**src/rtl/bcm_pkg.sv**
```systemverilog
// ---------------------------------------------------------------------------
// bcm_pkg
// Widths, register codes, constants and shared types of the cell monitor.
// ---------------------------------------------------------------------------
package bcm_pkg;

  localparam int MV_W      = 16;
  localparam int CUR_W     = 16;
  localparam int RES_W     = 10;
  localparam int CNT_OUT_W = 4;
  localparam int WIN_W     = 20;
  localparam int CFG_IDX_W = 3;

  localparam int MAX_CELLS_DEF = 10;

  // I*R drop: signed product, then divide its magnitude by 1000 through a
  // reciprocal multiply. |I*R| < 2^25, so a 35-bit shift is exact.
  localparam int     IR_DIVISOR  = 1000;
  localparam int     PROD_W      = CUR_W + RES_W + 1;
  localparam int     MAG_W       = PROD_W - 2;
  localparam int     RECIP_SHIFT = MAG_W + 10;
  localparam int     RECIP_W     = 26;
  localparam int     RP_W        = MAG_W + RECIP_W;
  localparam longint RECIP_K     =
    ((64'd1 << RECIP_SHIFT) + IR_DIVISOR - 1) / IR_DIVISOR;

  localparam int Q_DEPTH = 2;

  localparam logic [MV_W-1:0]      MV_ALL_ONES       = 16'hFFFF;
  localparam logic [CNT_OUT_W-1:0] EXPECTED_CELLS_RST = 4'd10;

  typedef enum logic [CFG_IDX_W-1:0] {
    CFG_DETECT_THRESHOLD = 3'd0,
    CFG_CELL_MIN         = 3'd1,
    CFG_CELL_MAX         = 3'd2,
    CFG_RESUME           = 3'd3,
    CFG_WINDOW_MARGIN    = 3'd4,
    CFG_EXPECTED_CELLS   = 3'd5
  } cfg_idx_t;

  typedef struct packed {
    logic [MV_W-1:0]      detect_threshold_mv;
    logic [MV_W-1:0]      cell_min_mv;
    logic [MV_W-1:0]      cell_max_mv;
    logic [MV_W-1:0]      resume_mv;
    logic [MV_W-1:0]      window_margin_mv;
    logic [CNT_OUT_W-1:0] expected_cells;
  } cfg_t;

  typedef struct packed {
    logic [MV_W-1:0] comp_mv;
    logic            present;
    logic            last;
  } cell_item_t;

  typedef struct packed {
    logic not_full;
    logic not_empty;
  } q_stat_t;

endpackage

```
**src/rtl/bcm_if.sv**
```systemverilog
// ---------------------------------------------------------------------------
// bcm_if
// Valid/ready channels for cell samples and monitor results.
// ---------------------------------------------------------------------------
interface bcm_in_if;
  import bcm_pkg::*;

  logic                    valid;
  logic                    ready;
  logic [MV_W-1:0]         raw_cell_mv;
  logic signed [CUR_W-1:0] gauge_current_ma;
  logic [RES_W-1:0]        interconnect_mohm;
  logic                    last_cell;

  modport source (output valid, raw_cell_mv, gauge_current_ma, interconnect_mohm,
                  last_cell, input ready);
  modport sink   (input valid, raw_cell_mv, gauge_current_ma, interconnect_mohm,
                  last_cell, output ready);
endinterface

interface bcm_out_if;
  import bcm_pkg::*;

  logic                 valid;
  logic                 ready;
  logic [MV_W-1:0]      compensated_mv;
  logic                 summary_valid;
  logic [MV_W-1:0]      min_cell_mv;
  logic [MV_W-1:0]      max_cell_mv;
  logic [MV_W-1:0]      spread_mv;
  logic [CNT_OUT_W-1:0] cells_present;
  logic [WIN_W-1:0]     window_low_mv;
  logic [WIN_W-1:0]     window_high_mv;
  logic                 overvoltage;
  logic                 cell_count_error;
  logic                 undervoltage;
  logic                 no_cells;

  modport source (output valid, compensated_mv, summary_valid, min_cell_mv, max_cell_mv,
                  spread_mv, cells_present, window_low_mv, window_high_mv, overvoltage,
                  cell_count_error, undervoltage, no_cells, input ready);
  modport sink   (input valid, compensated_mv, summary_valid, min_cell_mv, max_cell_mv,
                  spread_mv, cells_present, window_low_mv, window_high_mv, overvoltage,
                  cell_count_error, undervoltage, no_cells, output ready);
endinterface

```
**src/rtl/battery_cell_monitor_core.sv**
```systemverilog
// ---------------------------------------------------------------------------
// battery_cell_monitor_core
// IR-compensated cell voltages with per-scan min/max, window and pack flags.
// ---------------------------------------------------------------------------
//
//   channel  | dir | handshake       | carries
//   ---------+-----+-----------------+--------------------------------------
//   in_ch    | in  | valid / ready   | raw voltage, gauge current, R, last
//   out_ch   | out | valid / ready   | compensated voltage and scan summary
//   cfg_*    | in  | write enable    | index 0..5, 16-bit write data
//
// Sustains one transaction per cycle in each direction while the output is
// not stalled; a sample passes two multiplier stages (I*R, then the
// reciprocal of 1000), one queue entry, and the result output register.
// Reset is synchronous, active low; it clears pipeline, queue and scan state
// and loads the register defaults. No clearing pass follows reset.
// A stalled output holds its result while the 2-entry queue and the front
// stages keep taking transactions until they fill.
// ---------------------------------------------------------------------------
module battery_cell_monitor_core #(
  parameter int MAX_CELLS = bcm_pkg::MAX_CELLS_DEF
) (
  input  logic                          clk,
  input  logic                          rst_n,
  bcm_in_if.sink                        in_ch,
  bcm_out_if.source                     out_ch,
  input  logic                          cfg_we,
  input  logic [bcm_pkg::CFG_IDX_W-1:0] cfg_index,
  input  logic [bcm_pkg::MV_W-1:0]      cfg_wdata
);
  import bcm_pkg::*;

  cfg_t       cfg_r;
  cell_item_t push_item;
  logic       push_valid;
  cell_item_t pop_item;
  logic       pop;
  q_stat_t    q_stat;

  // Configuration registers; writes beyond the list are dropped.
  always_ff @(posedge clk) begin
    if (!rst_n) begin
      cfg_r.detect_threshold_mv <= '0;
      cfg_r.cell_min_mv         <= '0;
      cfg_r.cell_max_mv         <= MV_ALL_ONES;
      cfg_r.resume_mv           <= '0;
      cfg_r.window_margin_mv    <= '0;
      cfg_r.expected_cells      <= EXPECTED_CELLS_RST;
    end else if (cfg_we) begin
      case (cfg_index)
        CFG_DETECT_THRESHOLD: cfg_r.detect_threshold_mv <= cfg_wdata;
        CFG_CELL_MIN:         cfg_r.cell_min_mv         <= cfg_wdata;
        CFG_CELL_MAX:         cfg_r.cell_max_mv         <= cfg_wdata;
        CFG_RESUME:           cfg_r.resume_mv           <= cfg_wdata;
        CFG_WINDOW_MARGIN:    cfg_r.window_margin_mv    <= cfg_wdata;
        CFG_EXPECTED_CELLS:   cfg_r.expected_cells      <= cfg_wdata[CNT_OUT_W-1:0];
        default: ;
      endcase
    end
  end

  // Front: compensate and classify each sample against the detect threshold.
  bcm_front u_front (
    .clk                 (clk),
    .rst_n               (rst_n),
    .in_ch               (in_ch),
    .detect_threshold_mv (cfg_r.detect_threshold_mv),
    .push_item           (push_item),
    .push_valid          (push_valid),
    .q_stat              (q_stat)
  );

  // Queue: decouple the front pipeline from a stalled output.
  bcm_queue u_queue (
    .clk        (clk),
    .rst_n      (rst_n),
    .push_item  (push_item),
    .push_valid (push_valid),
    .pop_item   (pop_item),
    .pop        (pop),
    .q_stat     (q_stat)
  );

  // Back: track the scan and register one result per transaction.
  bcm_back #(
    .MAX_CELLS (MAX_CELLS)
  ) u_back (
    .clk    (clk),
    .rst_n  (rst_n),
    .cfg    (cfg_r),
    .item   (pop_item),
    .q_stat (q_stat),
    .pop    (pop),
    .out_ch (out_ch)
  );

endmodule

```
**src/rtl/bcm_front.sv**
```systemverilog
// ---------------------------------------------------------------------------
// bcm_front
// Two-stage IR compensation and presence classification of cell samples.
// ---------------------------------------------------------------------------
module bcm_front (
  input  logic                      clk,
  input  logic                      rst_n,
  bcm_in_if.sink                    in_ch,
  input  logic [bcm_pkg::MV_W-1:0]  detect_threshold_mv,
  output bcm_pkg::cell_item_t       push_item,
  output logic                      push_valid,
  input  bcm_pkg::q_stat_t          q_stat
);
  import bcm_pkg::*;

  logic                     s1_valid_r;
  logic signed [PROD_W-1:0] s1_prod_r;
  logic [MV_W-1:0]          s1_raw_r;
  logic                     s1_last_r;

  logic                     s2_valid_r;
  logic [MV_W-1:0]          s2_quot_r;
  logic                     s2_neg_r;
  logic [MV_W-1:0]          s2_raw_r;
  logic                     s2_last_r;

  logic                     s1_ready;
  logic                     s2_ready;
  logic signed [CUR_W-1:0]  cur_s;
  logic signed [RES_W:0]    res_s;
  logic signed [PROD_W-1:0] prod_nxt;
  logic [MAG_W-1:0]         mag;
  logic [RP_W-1:0]          rp;
  logic [MV_W-1:0]          drop;
  logic [MV_W-1:0]          comp;

  assign s2_ready    = !s2_valid_r || q_stat.not_full;
  assign s1_ready    = !s1_valid_r || s2_ready;
  assign in_ch.ready = s1_ready;

  always_comb begin
    cur_s    = in_ch.gauge_current_ma;
    res_s    = $signed({1'b0, in_ch.interconnect_mohm});
    prod_nxt = PROD_W'(cur_s) * PROD_W'(res_s);
    // Divide the magnitude so the quotient truncates toward zero.
    mag      = MAG_W'(s1_prod_r[PROD_W-1] ? -s1_prod_r : s1_prod_r);
    rp       = RP_W'(mag) * RP_W'(RECIP_K);
    drop     = s2_neg_r ? -s2_quot_r : s2_quot_r;
    comp     = s2_raw_r - drop;
  end

  always_ff @(posedge clk) begin
    if (!rst_n) begin
      s1_valid_r <= 1'b0;
      s2_valid_r <= 1'b0;
    end else begin
      if (s1_ready) begin
        s1_valid_r <= in_ch.valid;
      end
      if (s2_ready) begin
        s2_valid_r <= s1_valid_r;
      end
    end
  end

  always_ff @(posedge clk) begin
    if (s1_ready && in_ch.valid) begin
      s1_prod_r <= prod_nxt;
      s1_raw_r  <= in_ch.raw_cell_mv;
      s1_last_r <= in_ch.last_cell;
    end
    if (s2_ready && s1_valid_r) begin
      s2_quot_r <= rp[RECIP_SHIFT +: MV_W];
      s2_neg_r  <= s1_prod_r[PROD_W-1];
      s2_raw_r  <= s1_raw_r;
      s2_last_r <= s1_last_r;
    end
  end

  assign push_valid        = s2_valid_r;
  assign push_item.comp_mv = comp;
  assign push_item.present = comp > detect_threshold_mv;
  assign push_item.last    = s2_last_r;

endmodule

```
**src/rtl/bcm_queue.sv**
```systemverilog
// ---------------------------------------------------------------------------
// bcm_queue
// Short FIFO of classified cells between the front and back parts.
// ---------------------------------------------------------------------------
module bcm_queue (
  input  logic                clk,
  input  logic                rst_n,
  input  bcm_pkg::cell_item_t push_item,
  input  logic                push_valid,
  output bcm_pkg::cell_item_t pop_item,
  input  logic                pop,
  output bcm_pkg::q_stat_t    q_stat
);
  import bcm_pkg::*;

  localparam int PTR_W = (Q_DEPTH > 1) ? $clog2(Q_DEPTH) : 1;
  localparam int CNT_W = $clog2(Q_DEPTH + 1);

  cell_item_t       entry_r [Q_DEPTH];
  logic [PTR_W-1:0] wr_ptr_r;
  logic [PTR_W-1:0] rd_ptr_r;
  logic [CNT_W-1:0] count_r;
  logic             push_en;
  logic             pop_en;

  function automatic logic [PTR_W-1:0] ptr_inc(input logic [PTR_W-1:0] p);
    return (p == PTR_W'(Q_DEPTH - 1)) ? '0 : p + 1'b1;
  endfunction

  assign q_stat.not_full  = count_r != CNT_W'(Q_DEPTH);
  assign q_stat.not_empty = count_r != '0;
  assign push_en          = push_valid && q_stat.not_full;
  assign pop_en           = pop && q_stat.not_empty;
  assign pop_item         = entry_r[rd_ptr_r];

  always_ff @(posedge clk) begin
    if (!rst_n) begin
      wr_ptr_r <= '0;
      rd_ptr_r <= '0;
      count_r  <= '0;
    end else begin
      if (push_en) begin
        wr_ptr_r <= ptr_inc(wr_ptr_r);
      end
      if (pop_en) begin
        rd_ptr_r <= ptr_inc(rd_ptr_r);
      end
      case ({push_en, pop_en})
        2'b10:   count_r <= count_r + 1'b1;
        2'b01:   count_r <= count_r - 1'b1;
        default: count_r <= count_r;
      endcase
    end
  end

  always_ff @(posedge clk) begin
    if (push_en) begin
      entry_r[wr_ptr_r] <= push_item;
    end
  end

endmodule

```
**src/rtl/bcm_back.sv**
```systemverilog
// ---------------------------------------------------------------------------
// bcm_back
// Scan tracking, summary and pack flags, and the result output register.
// ---------------------------------------------------------------------------
module bcm_back #(
  parameter int MAX_CELLS = bcm_pkg::MAX_CELLS_DEF
) (
  input  logic                clk,
  input  logic                rst_n,
  input  bcm_pkg::cfg_t       cfg,
  input  bcm_pkg::cell_item_t item,
  input  bcm_pkg::q_stat_t    q_stat,
  output logic                pop,
  bcm_out_if.source           out_ch
);
  import bcm_pkg::*;

  localparam int CNT_W = $clog2(MAX_CELLS + 1);

  typedef struct packed {
    logic [MV_W-1:0]      compensated_mv;
    logic                 summary_valid;
    logic [MV_W-1:0]      min_cell_mv;
    logic [MV_W-1:0]      max_cell_mv;
    logic [MV_W-1:0]      spread_mv;
    logic [CNT_OUT_W-1:0] cells_present;
    logic [WIN_W-1:0]     window_low_mv;
    logic [WIN_W-1:0]     window_high_mv;
    logic                 overvoltage;
    logic                 cell_count_error;
    logic                 undervoltage;
    logic                 no_cells;
  } res_t;

  logic [MV_W-1:0]      run_min_r;
  logic [MV_W-1:0]      run_max_r;
  logic [CNT_W-1:0]     run_cnt_r;
  logic                 ov_r;
  logic                 out_valid_r;
  res_t                 res_r;

  logic [CNT_W-1:0]     cnt_upd;
  logic [MV_W-1:0]      min_upd;
  logic [MV_W-1:0]      max_upd;
  logic [CNT_OUT_W-1:0] cnt4;
  logic [MV_W-1:0]      mn;
  logic [MV_W-1:0]      mx;
  logic                 ov_nxt;
  res_t                 res_nxt;

  assign pop = q_stat.not_empty && (!out_valid_r || out_ch.ready);

  always_comb begin
    cnt_upd = run_cnt_r;
    min_upd = run_min_r;
    max_upd = run_max_r;
    if (item.present) begin
      if (run_cnt_r < CNT_W'(MAX_CELLS)) begin
        cnt_upd = run_cnt_r + 1'b1;
      end
      if (item.comp_mv < run_min_r) begin
        min_upd = item.comp_mv;
      end
      if (item.comp_mv > run_max_r) begin
        max_upd = item.comp_mv;
      end
    end

    cnt4 = CNT_OUT_W'(cnt_upd);
    mn   = (cnt4 == '0) ? '0 : min_upd;
    mx   = (cnt4 == '0) ? '0 : max_upd;

    if (mx > cfg.cell_max_mv) begin
      ov_nxt = 1'b1;
    end else if (mx < cfg.resume_mv) begin
      ov_nxt = 1'b0;
    end else begin
      ov_nxt = ov_r;
    end

    res_nxt                = '0;
    res_nxt.compensated_mv = item.comp_mv;
    if (item.last) begin
      res_nxt.summary_valid    = 1'b1;
      res_nxt.min_cell_mv      = mn;
      res_nxt.max_cell_mv      = mx;
      res_nxt.spread_mv        = mx - mn;
      res_nxt.cells_present    = cnt4;
      res_nxt.window_low_mv    = WIN_W'(cnt4) * WIN_W'(cfg.cell_min_mv);
      res_nxt.window_high_mv   = WIN_W'(cnt4) * WIN_W'(cfg.cell_max_mv)
                                 + WIN_W'(cfg.window_margin_mv);
      res_nxt.overvoltage      = ov_nxt;
      res_nxt.cell_count_error = cnt4 != cfg.expected_cells;
      res_nxt.undervoltage     = mn <= cfg.cell_min_mv;
      res_nxt.no_cells         = cnt4 == '0;
    end
  end

  always_ff @(posedge clk) begin
    if (!rst_n) begin
      out_valid_r <= 1'b0;
      run_min_r   <= MV_ALL_ONES;
      run_max_r   <= '0;
      run_cnt_r   <= '0;
      ov_r        <= 1'b0;
    end else if (pop) begin
      out_valid_r <= 1'b1;
      if (item.last) begin
        // Close the scan: drop the running state, keep the flag.
        run_min_r <= MV_ALL_ONES;
        run_max_r <= '0;
        run_cnt_r <= '0;
        ov_r      <= ov_nxt;
      end else begin
        run_min_r <= min_upd;
        run_max_r <= max_upd;
        run_cnt_r <= cnt_upd;
      end
    end else if (out_ch.ready) begin
      out_valid_r <= 1'b0;
    end
  end

  always_ff @(posedge clk) begin
    if (pop) begin
      res_r <= res_nxt;
    end
  end

  assign out_ch.valid            = out_valid_r;
  assign out_ch.compensated_mv   = res_r.compensated_mv;
  assign out_ch.summary_valid    = res_r.summary_valid;
  assign out_ch.min_cell_mv      = res_r.min_cell_mv;
  assign out_ch.max_cell_mv      = res_r.max_cell_mv;
  assign out_ch.spread_mv        = res_r.spread_mv;
  assign out_ch.cells_present    = res_r.cells_present;
  assign out_ch.window_low_mv    = res_r.window_low_mv;
  assign out_ch.window_high_mv   = res_r.window_high_mv;
  assign out_ch.overvoltage      = res_r.overvoltage;
  assign out_ch.cell_count_error = res_r.cell_count_error;
  assign out_ch.undervoltage     = res_r.undervoltage;
  assign out_ch.no_cells         = res_r.no_cells;

endmodule

```
**src/flat_wrapper.sv**
```systemverilog
// flat-port wrapper written by rule: the top's interface ports become plain ports
module battery_cell_monitor_core_flat import bcm_pkg::*;
#(
  parameter int MAX_CELLS = bcm_pkg::MAX_CELLS_DEF
)
  (clk, rst_n, cfg_we, cfg_index, cfg_wdata, in_ch_valid, in_ch_raw_cell_mv, in_ch_gauge_current_ma, in_ch_interconnect_mohm, in_ch_last_cell, in_ch_ready, out_ch_valid, out_ch_compensated_mv, out_ch_summary_valid, out_ch_min_cell_mv, out_ch_max_cell_mv, out_ch_spread_mv, out_ch_cells_present, out_ch_window_low_mv, out_ch_window_high_mv, out_ch_overvoltage, out_ch_cell_count_error, out_ch_undervoltage, out_ch_no_cells, out_ch_ready);
  bcm_in_if in_ch_i ();
  bcm_out_if out_ch_i ();
  input  logic clk;
  input  logic rst_n;
  input  logic cfg_we;
  input  logic [bcm_pkg::CFG_IDX_W-1:0] cfg_index;
  input  logic [bcm_pkg::MV_W-1:0] cfg_wdata;
  input wire logic [$bits(in_ch_i.valid)-1:0] in_ch_valid;
  input wire logic [$bits(in_ch_i.raw_cell_mv)-1:0] in_ch_raw_cell_mv;
  input wire logic [$bits(in_ch_i.gauge_current_ma)-1:0] in_ch_gauge_current_ma;
  input wire logic [$bits(in_ch_i.interconnect_mohm)-1:0] in_ch_interconnect_mohm;
  input wire logic [$bits(in_ch_i.last_cell)-1:0] in_ch_last_cell;
  output wire logic [$bits(in_ch_i.ready)-1:0] in_ch_ready;
  output wire logic [$bits(out_ch_i.valid)-1:0] out_ch_valid;
  output wire logic [$bits(out_ch_i.compensated_mv)-1:0] out_ch_compensated_mv;
  output wire logic [$bits(out_ch_i.summary_valid)-1:0] out_ch_summary_valid;
  output wire logic [$bits(out_ch_i.min_cell_mv)-1:0] out_ch_min_cell_mv;
  output wire logic [$bits(out_ch_i.max_cell_mv)-1:0] out_ch_max_cell_mv;
  output wire logic [$bits(out_ch_i.spread_mv)-1:0] out_ch_spread_mv;
  output wire logic [$bits(out_ch_i.cells_present)-1:0] out_ch_cells_present;
  output wire logic [$bits(out_ch_i.window_low_mv)-1:0] out_ch_window_low_mv;
  output wire logic [$bits(out_ch_i.window_high_mv)-1:0] out_ch_window_high_mv;
  output wire logic [$bits(out_ch_i.overvoltage)-1:0] out_ch_overvoltage;
  output wire logic [$bits(out_ch_i.cell_count_error)-1:0] out_ch_cell_count_error;
  output wire logic [$bits(out_ch_i.undervoltage)-1:0] out_ch_undervoltage;
  output wire logic [$bits(out_ch_i.no_cells)-1:0] out_ch_no_cells;
  input wire logic [$bits(out_ch_i.ready)-1:0] out_ch_ready;
  assign in_ch_i.valid = in_ch_valid;
  assign in_ch_i.raw_cell_mv = in_ch_raw_cell_mv;
  assign in_ch_i.gauge_current_ma = in_ch_gauge_current_ma;
  assign in_ch_i.interconnect_mohm = in_ch_interconnect_mohm;
  assign in_ch_i.last_cell = in_ch_last_cell;
  assign in_ch_ready = in_ch_i.ready;
  assign out_ch_valid = out_ch_i.valid;
  assign out_ch_compensated_mv = out_ch_i.compensated_mv;
  assign out_ch_summary_valid = out_ch_i.summary_valid;
  assign out_ch_min_cell_mv = out_ch_i.min_cell_mv;
  assign out_ch_max_cell_mv = out_ch_i.max_cell_mv;
  assign out_ch_spread_mv = out_ch_i.spread_mv;
  assign out_ch_cells_present = out_ch_i.cells_present;
  assign out_ch_window_low_mv = out_ch_i.window_low_mv;
  assign out_ch_window_high_mv = out_ch_i.window_high_mv;
  assign out_ch_overvoltage = out_ch_i.overvoltage;
  assign out_ch_cell_count_error = out_ch_i.cell_count_error;
  assign out_ch_undervoltage = out_ch_i.undervoltage;
  assign out_ch_no_cells = out_ch_i.no_cells;
  assign out_ch_i.ready = out_ch_ready;
  battery_cell_monitor_core #(.MAX_CELLS(MAX_CELLS)) u_core (.clk(clk), .rst_n(rst_n), .in_ch(in_ch_i), .out_ch(out_ch_i), .cfg_we(cfg_we), .cfg_index(cfg_index), .cfg_wdata(cfg_wdata));
endmodule
```
**config.mk**
```make
export PLATFORM = sky130hd
export DESIGN_NAME = battery_cell_monitor_core_flat
export DESIGN_NICKNAME = d
export VERILOG_FILES = /design/src/rtl/bcm_pkg.sv /design/src/rtl/bcm_if.sv /design/src/rtl/battery_cell_monitor_core.sv /design/src/rtl/bcm_front.sv /design/src/rtl/bcm_queue.sv /design/src/rtl/bcm_back.sv /design/src/flat_wrapper.sv
export SDC_FILE = /design/constraint.sdc
export NUM_CORES = 2
export LEC_CHECK = 0
export ABC_AREA = 1
export BUFFER_PORTS_ARGS = -buffer_cell sky130_fd_sc_hd__buf_4
export CAP_MARGIN = 20
export CORE_MARGIN = 2
export CORE_UTILIZATION = 60
export CTS_CLUSTER_SIZE = 14
export DETAILED_ROUTE_END_ITERATION = 7
export PLACE_DENSITY = 0.78
export SLEW_MARGIN = 10
export SYNTH_ARGS = -nofsm -noshare
export SYNTH_HDL_FRONTEND = slang
export SYNTH_SLANG_ARGS = --single-unit
```
**constraint.sdc**
```tcl
create_clock -name clk -period 17.85 [get_ports clk]
set_input_delay 2.6775 -clock clk [delete_from_list [all_inputs] [get_ports clk]]
set_output_delay 2.6775 -clock clk [all_outputs]
set_load 0.01 [all_outputs]
```
==> flow_summary.ini <==
[clock_tree]
cts_tree = yes
cts.clk_slew.worst_paths_ns = 0.06
ctsLongestPathBuffers = 3
htreeDepth = 2
insertion_delay_ns = 0.59
clock-sinks = 355
cts_hold_buf = 0
post_cts_resized = 0
clockRootBuffer = clkbuf_16
post_cts_buffers = 0
cts_buffers = 39

[synthesis]
synth_common_cells = inv_1, nand2_1, ha_1
yosys_warnings = 0
yosysUniqueCellTypes = 58
synth_flop_cell = edfxtp_1
synth_top_cells_by_area = fa_1, edfxtp_1, ha_1
synth_edf_count = 226
ys_seq_area_share_pct = 25.2
post-synth-top-count-cell = inv_1
synth_area_sq_um = 37200
synthCells = 4205
ys_seq_elements = 355
syn_nets = 5188
syn_area_per_cell_sq_um = 8.85
yosysTopAreaCellShare_pct = 22.8
synthArstFlopShare_pct = 0
yosysTopAreaCell = fa_1

[drt]
drt_first_pass_iters = 6
vias = 28200
drc_errors = 0
final_antenna_net_count = 0
vias_per_cell = 5.46
drt_wl_total_mm = 91.1
wire_per_inst_um = 17.6
drt_iter0_drc = 1653

[timing]
fmax_ghz = 0.113
hold_viol_final = 0
setup_slack_ns = 9.03
setup_viol = 0
fin_crit_sh_pct = 49.4
rsz0062_at_grt = false
report.final.slew_viol_count = 0
worstMarginPinSlew_ns = 1.09
slew_headroom_pct = 27.1
clock_skew_ns = 0.0369
timing.hold.ws_ns = 0.420
setup_tns_ns = 0
period_needed_ns = 8.82

[floorplanning]
initial_utilization_pct = 60.5
row_count = 91
die_w_um = 253
die-area_sq_um = 64000
chipHeight_um = 253
ioPinCount = 182
core_area_sq_um = 61500

[worst_setup_path]
r2r_start = u_core.u_front.s1_prod_r[0]$_DFFE_PP_
rr_endpoint = u_core.u_front.s2_quot_r[13]$_DFFE_PP_
critPathCaptureType = register
worstPathArrival_ns = 9.15
critPathRequiredTime_ns = 18.17
rr_worst_depth = 30
crit_buf_inv = 6
worstPathMaxFanout = 10
start_kind = register
r2r_setup_slack_ns = 9.03
slowest_delay_ns = 0.77
critPathTopFamily = adder cells
cp_slowest_cell = xor2_1
crit_type = reg -> reg

[place]
gp_congestion = 0.970
io_buffer_count = 181
dp_slack_ns = 9.02
hpwl_mm = 73.9

[global_routing]
grt_max_degree = 86
antenna_found_initial = 0
grt.overflow.total = 0
grt_pass1_vias = 28700
grt_pass1_wl_mm = 147
track_usage_pct = 29.2

[cells_and_area]
regArea_sq_um = 9370
nets = 5332
drive_above_1_share_pct = 8.31
final_util_pct = 66.1
multiInputGateArea_sq_um = 23700
fillers = 4960
area_growth_pct = 9.20

[worst_hold_path]
whs_endpoint = u_core.u_front.s2_raw_r[12]$_DFFE_PP_
hold_path.class = reg -> reg
hp-start = u_core.u_front.s1_raw_r[12]$_DFFE_PP_
hold-path-cell-count = 0

[job]
max-cap-violations = 0

[run_status]
run_status = finished, final reports clean
[area by class of cell]
class,count,area share [%]
multi-input cells,2758,58.4
flip-flops and latches,355,23.0
inverters,986,9.11
repair buffers,209,3.90
clock buffers,50,2.63
well taps,790,2.43
clock inverters,21,0.502
diodes,1,0.00616
[cells by family (layout without fill, tap and decap cells)]
family,count (synthesis),after routing,share of synthesized area (%)
compound gates,695,695,10.3
xor+xnor,100,100,2.35
fa+ha+maj,916,916,39.3
buf+inv,1092,1266,11.1
flops,355,355,25.2
other cells,0,1,0
simple gates,1047,1047,11.7
[registers in the layout (all words and copies together) (netlist names), 2 cells and up, named ones only]
name and flops:
u_core.cfg_r 84, u_core.u_back.out_ch.cells_present 4, u_core.u_back.out_ch.compensated_mv 16, u_core.u_back.out_ch.max_cell_mv 16, u_core.u_back.out_ch.min_cell_mv 16, u_core.u_back.out_ch.spread_mv 16
u_core.u_back.out_ch.window_high_mv 20, u_core.u_back.out_ch.window_low_mv 20, u_core.u_back.run_cnt_r 4, u_core.u_back.run_max_r 16, u_core.u_back.run_min_r 16, u_core.u_front.s1_prod_r 26
u_core.u_front.s1_raw_r 16, u_core.u_front.s2_quot_r 16, u_core.u_front.s2_raw_r 16, u_core.u_queue.count_r 2, u_core.u_queue.entry_r 36
[placed cells by master (no fill, tap or decap), types with 22 or more instances in the layout]
cell / n
nand3_1: 49
nand2_1: 579
o21ai_0: 226
edfxtp_1: 226
o211ai_1: 27
xnor2_1: 35
xor2_1: 65
nor3_1: 50
or2_2: 22
buf_4: 207
inv_1: 962
a21oi_1: 311
clkbuf_16: 39
inv_2: 23
nor2_1: 279
ha_1: 492
fa_1: 424
dfxtp_1: 129
[layer usage]
layer / global-route usage [%] / wire length [um]
met1: 36.6 / 37000
met2: 51.2 / 45300
met3: 4.01 / 5390
met4: 10.9 / 3420
met5: 0 / 0
[metrics by stage]
step	area, sq um	std cells
finish	40600	5170
detailed placement	39300	5096
global placement	39300	5096
CTS	40600	5167
global route	40600	5169
floorplan	37200	4205
[how the worst max path moves through the flow]
| stage | start | end | slack, ns | cells past startpoint |
|---|---|---|---|---|
| after CTS | u_core.u_front.s1_prod_r[0]$_DFFE_PP_ | u_core.u_front.s2_quot_r[13]$_DFFE_PP_ | 9.01 | 30 |
| after detailed placement | u_core.u_front.s1_prod_r[0]$_DFFE_PP_ | u_core.u_front.s2_quot_r[13]$_DFFE_PP_ | 9.02 | 30 |
| after global placement | u_core.u_front.s1_prod_r[0]$_DFFE_PP_ | u_core.u_front.s2_quot_r[13]$_DFFE_PP_ | 9.16 | 30 |
| after global routing | u_core.u_front.s1_prod_r[0]$_DFFE_PP_ | u_core.u_front.s2_quot_r[13]$_DFFE_PP_ | 8.25 | 30 |
| final | u_core.u_front.s1_prod_r[0]$_DFFE_PP_ | u_core.u_front.s2_quot_r[13]$_DFFE_PP_ | 9.03 | 30 |
| after floorplan | in_ch_interconnect_mohm[4] | u_core.u_front.s1_prod_r[26]$_DFFE_PP_ | 10.09 | 22 |
Power is left out: the tool's default activity adds up to more than one toggle a clock period on the data nets, which glitch-free logic cannot reach.
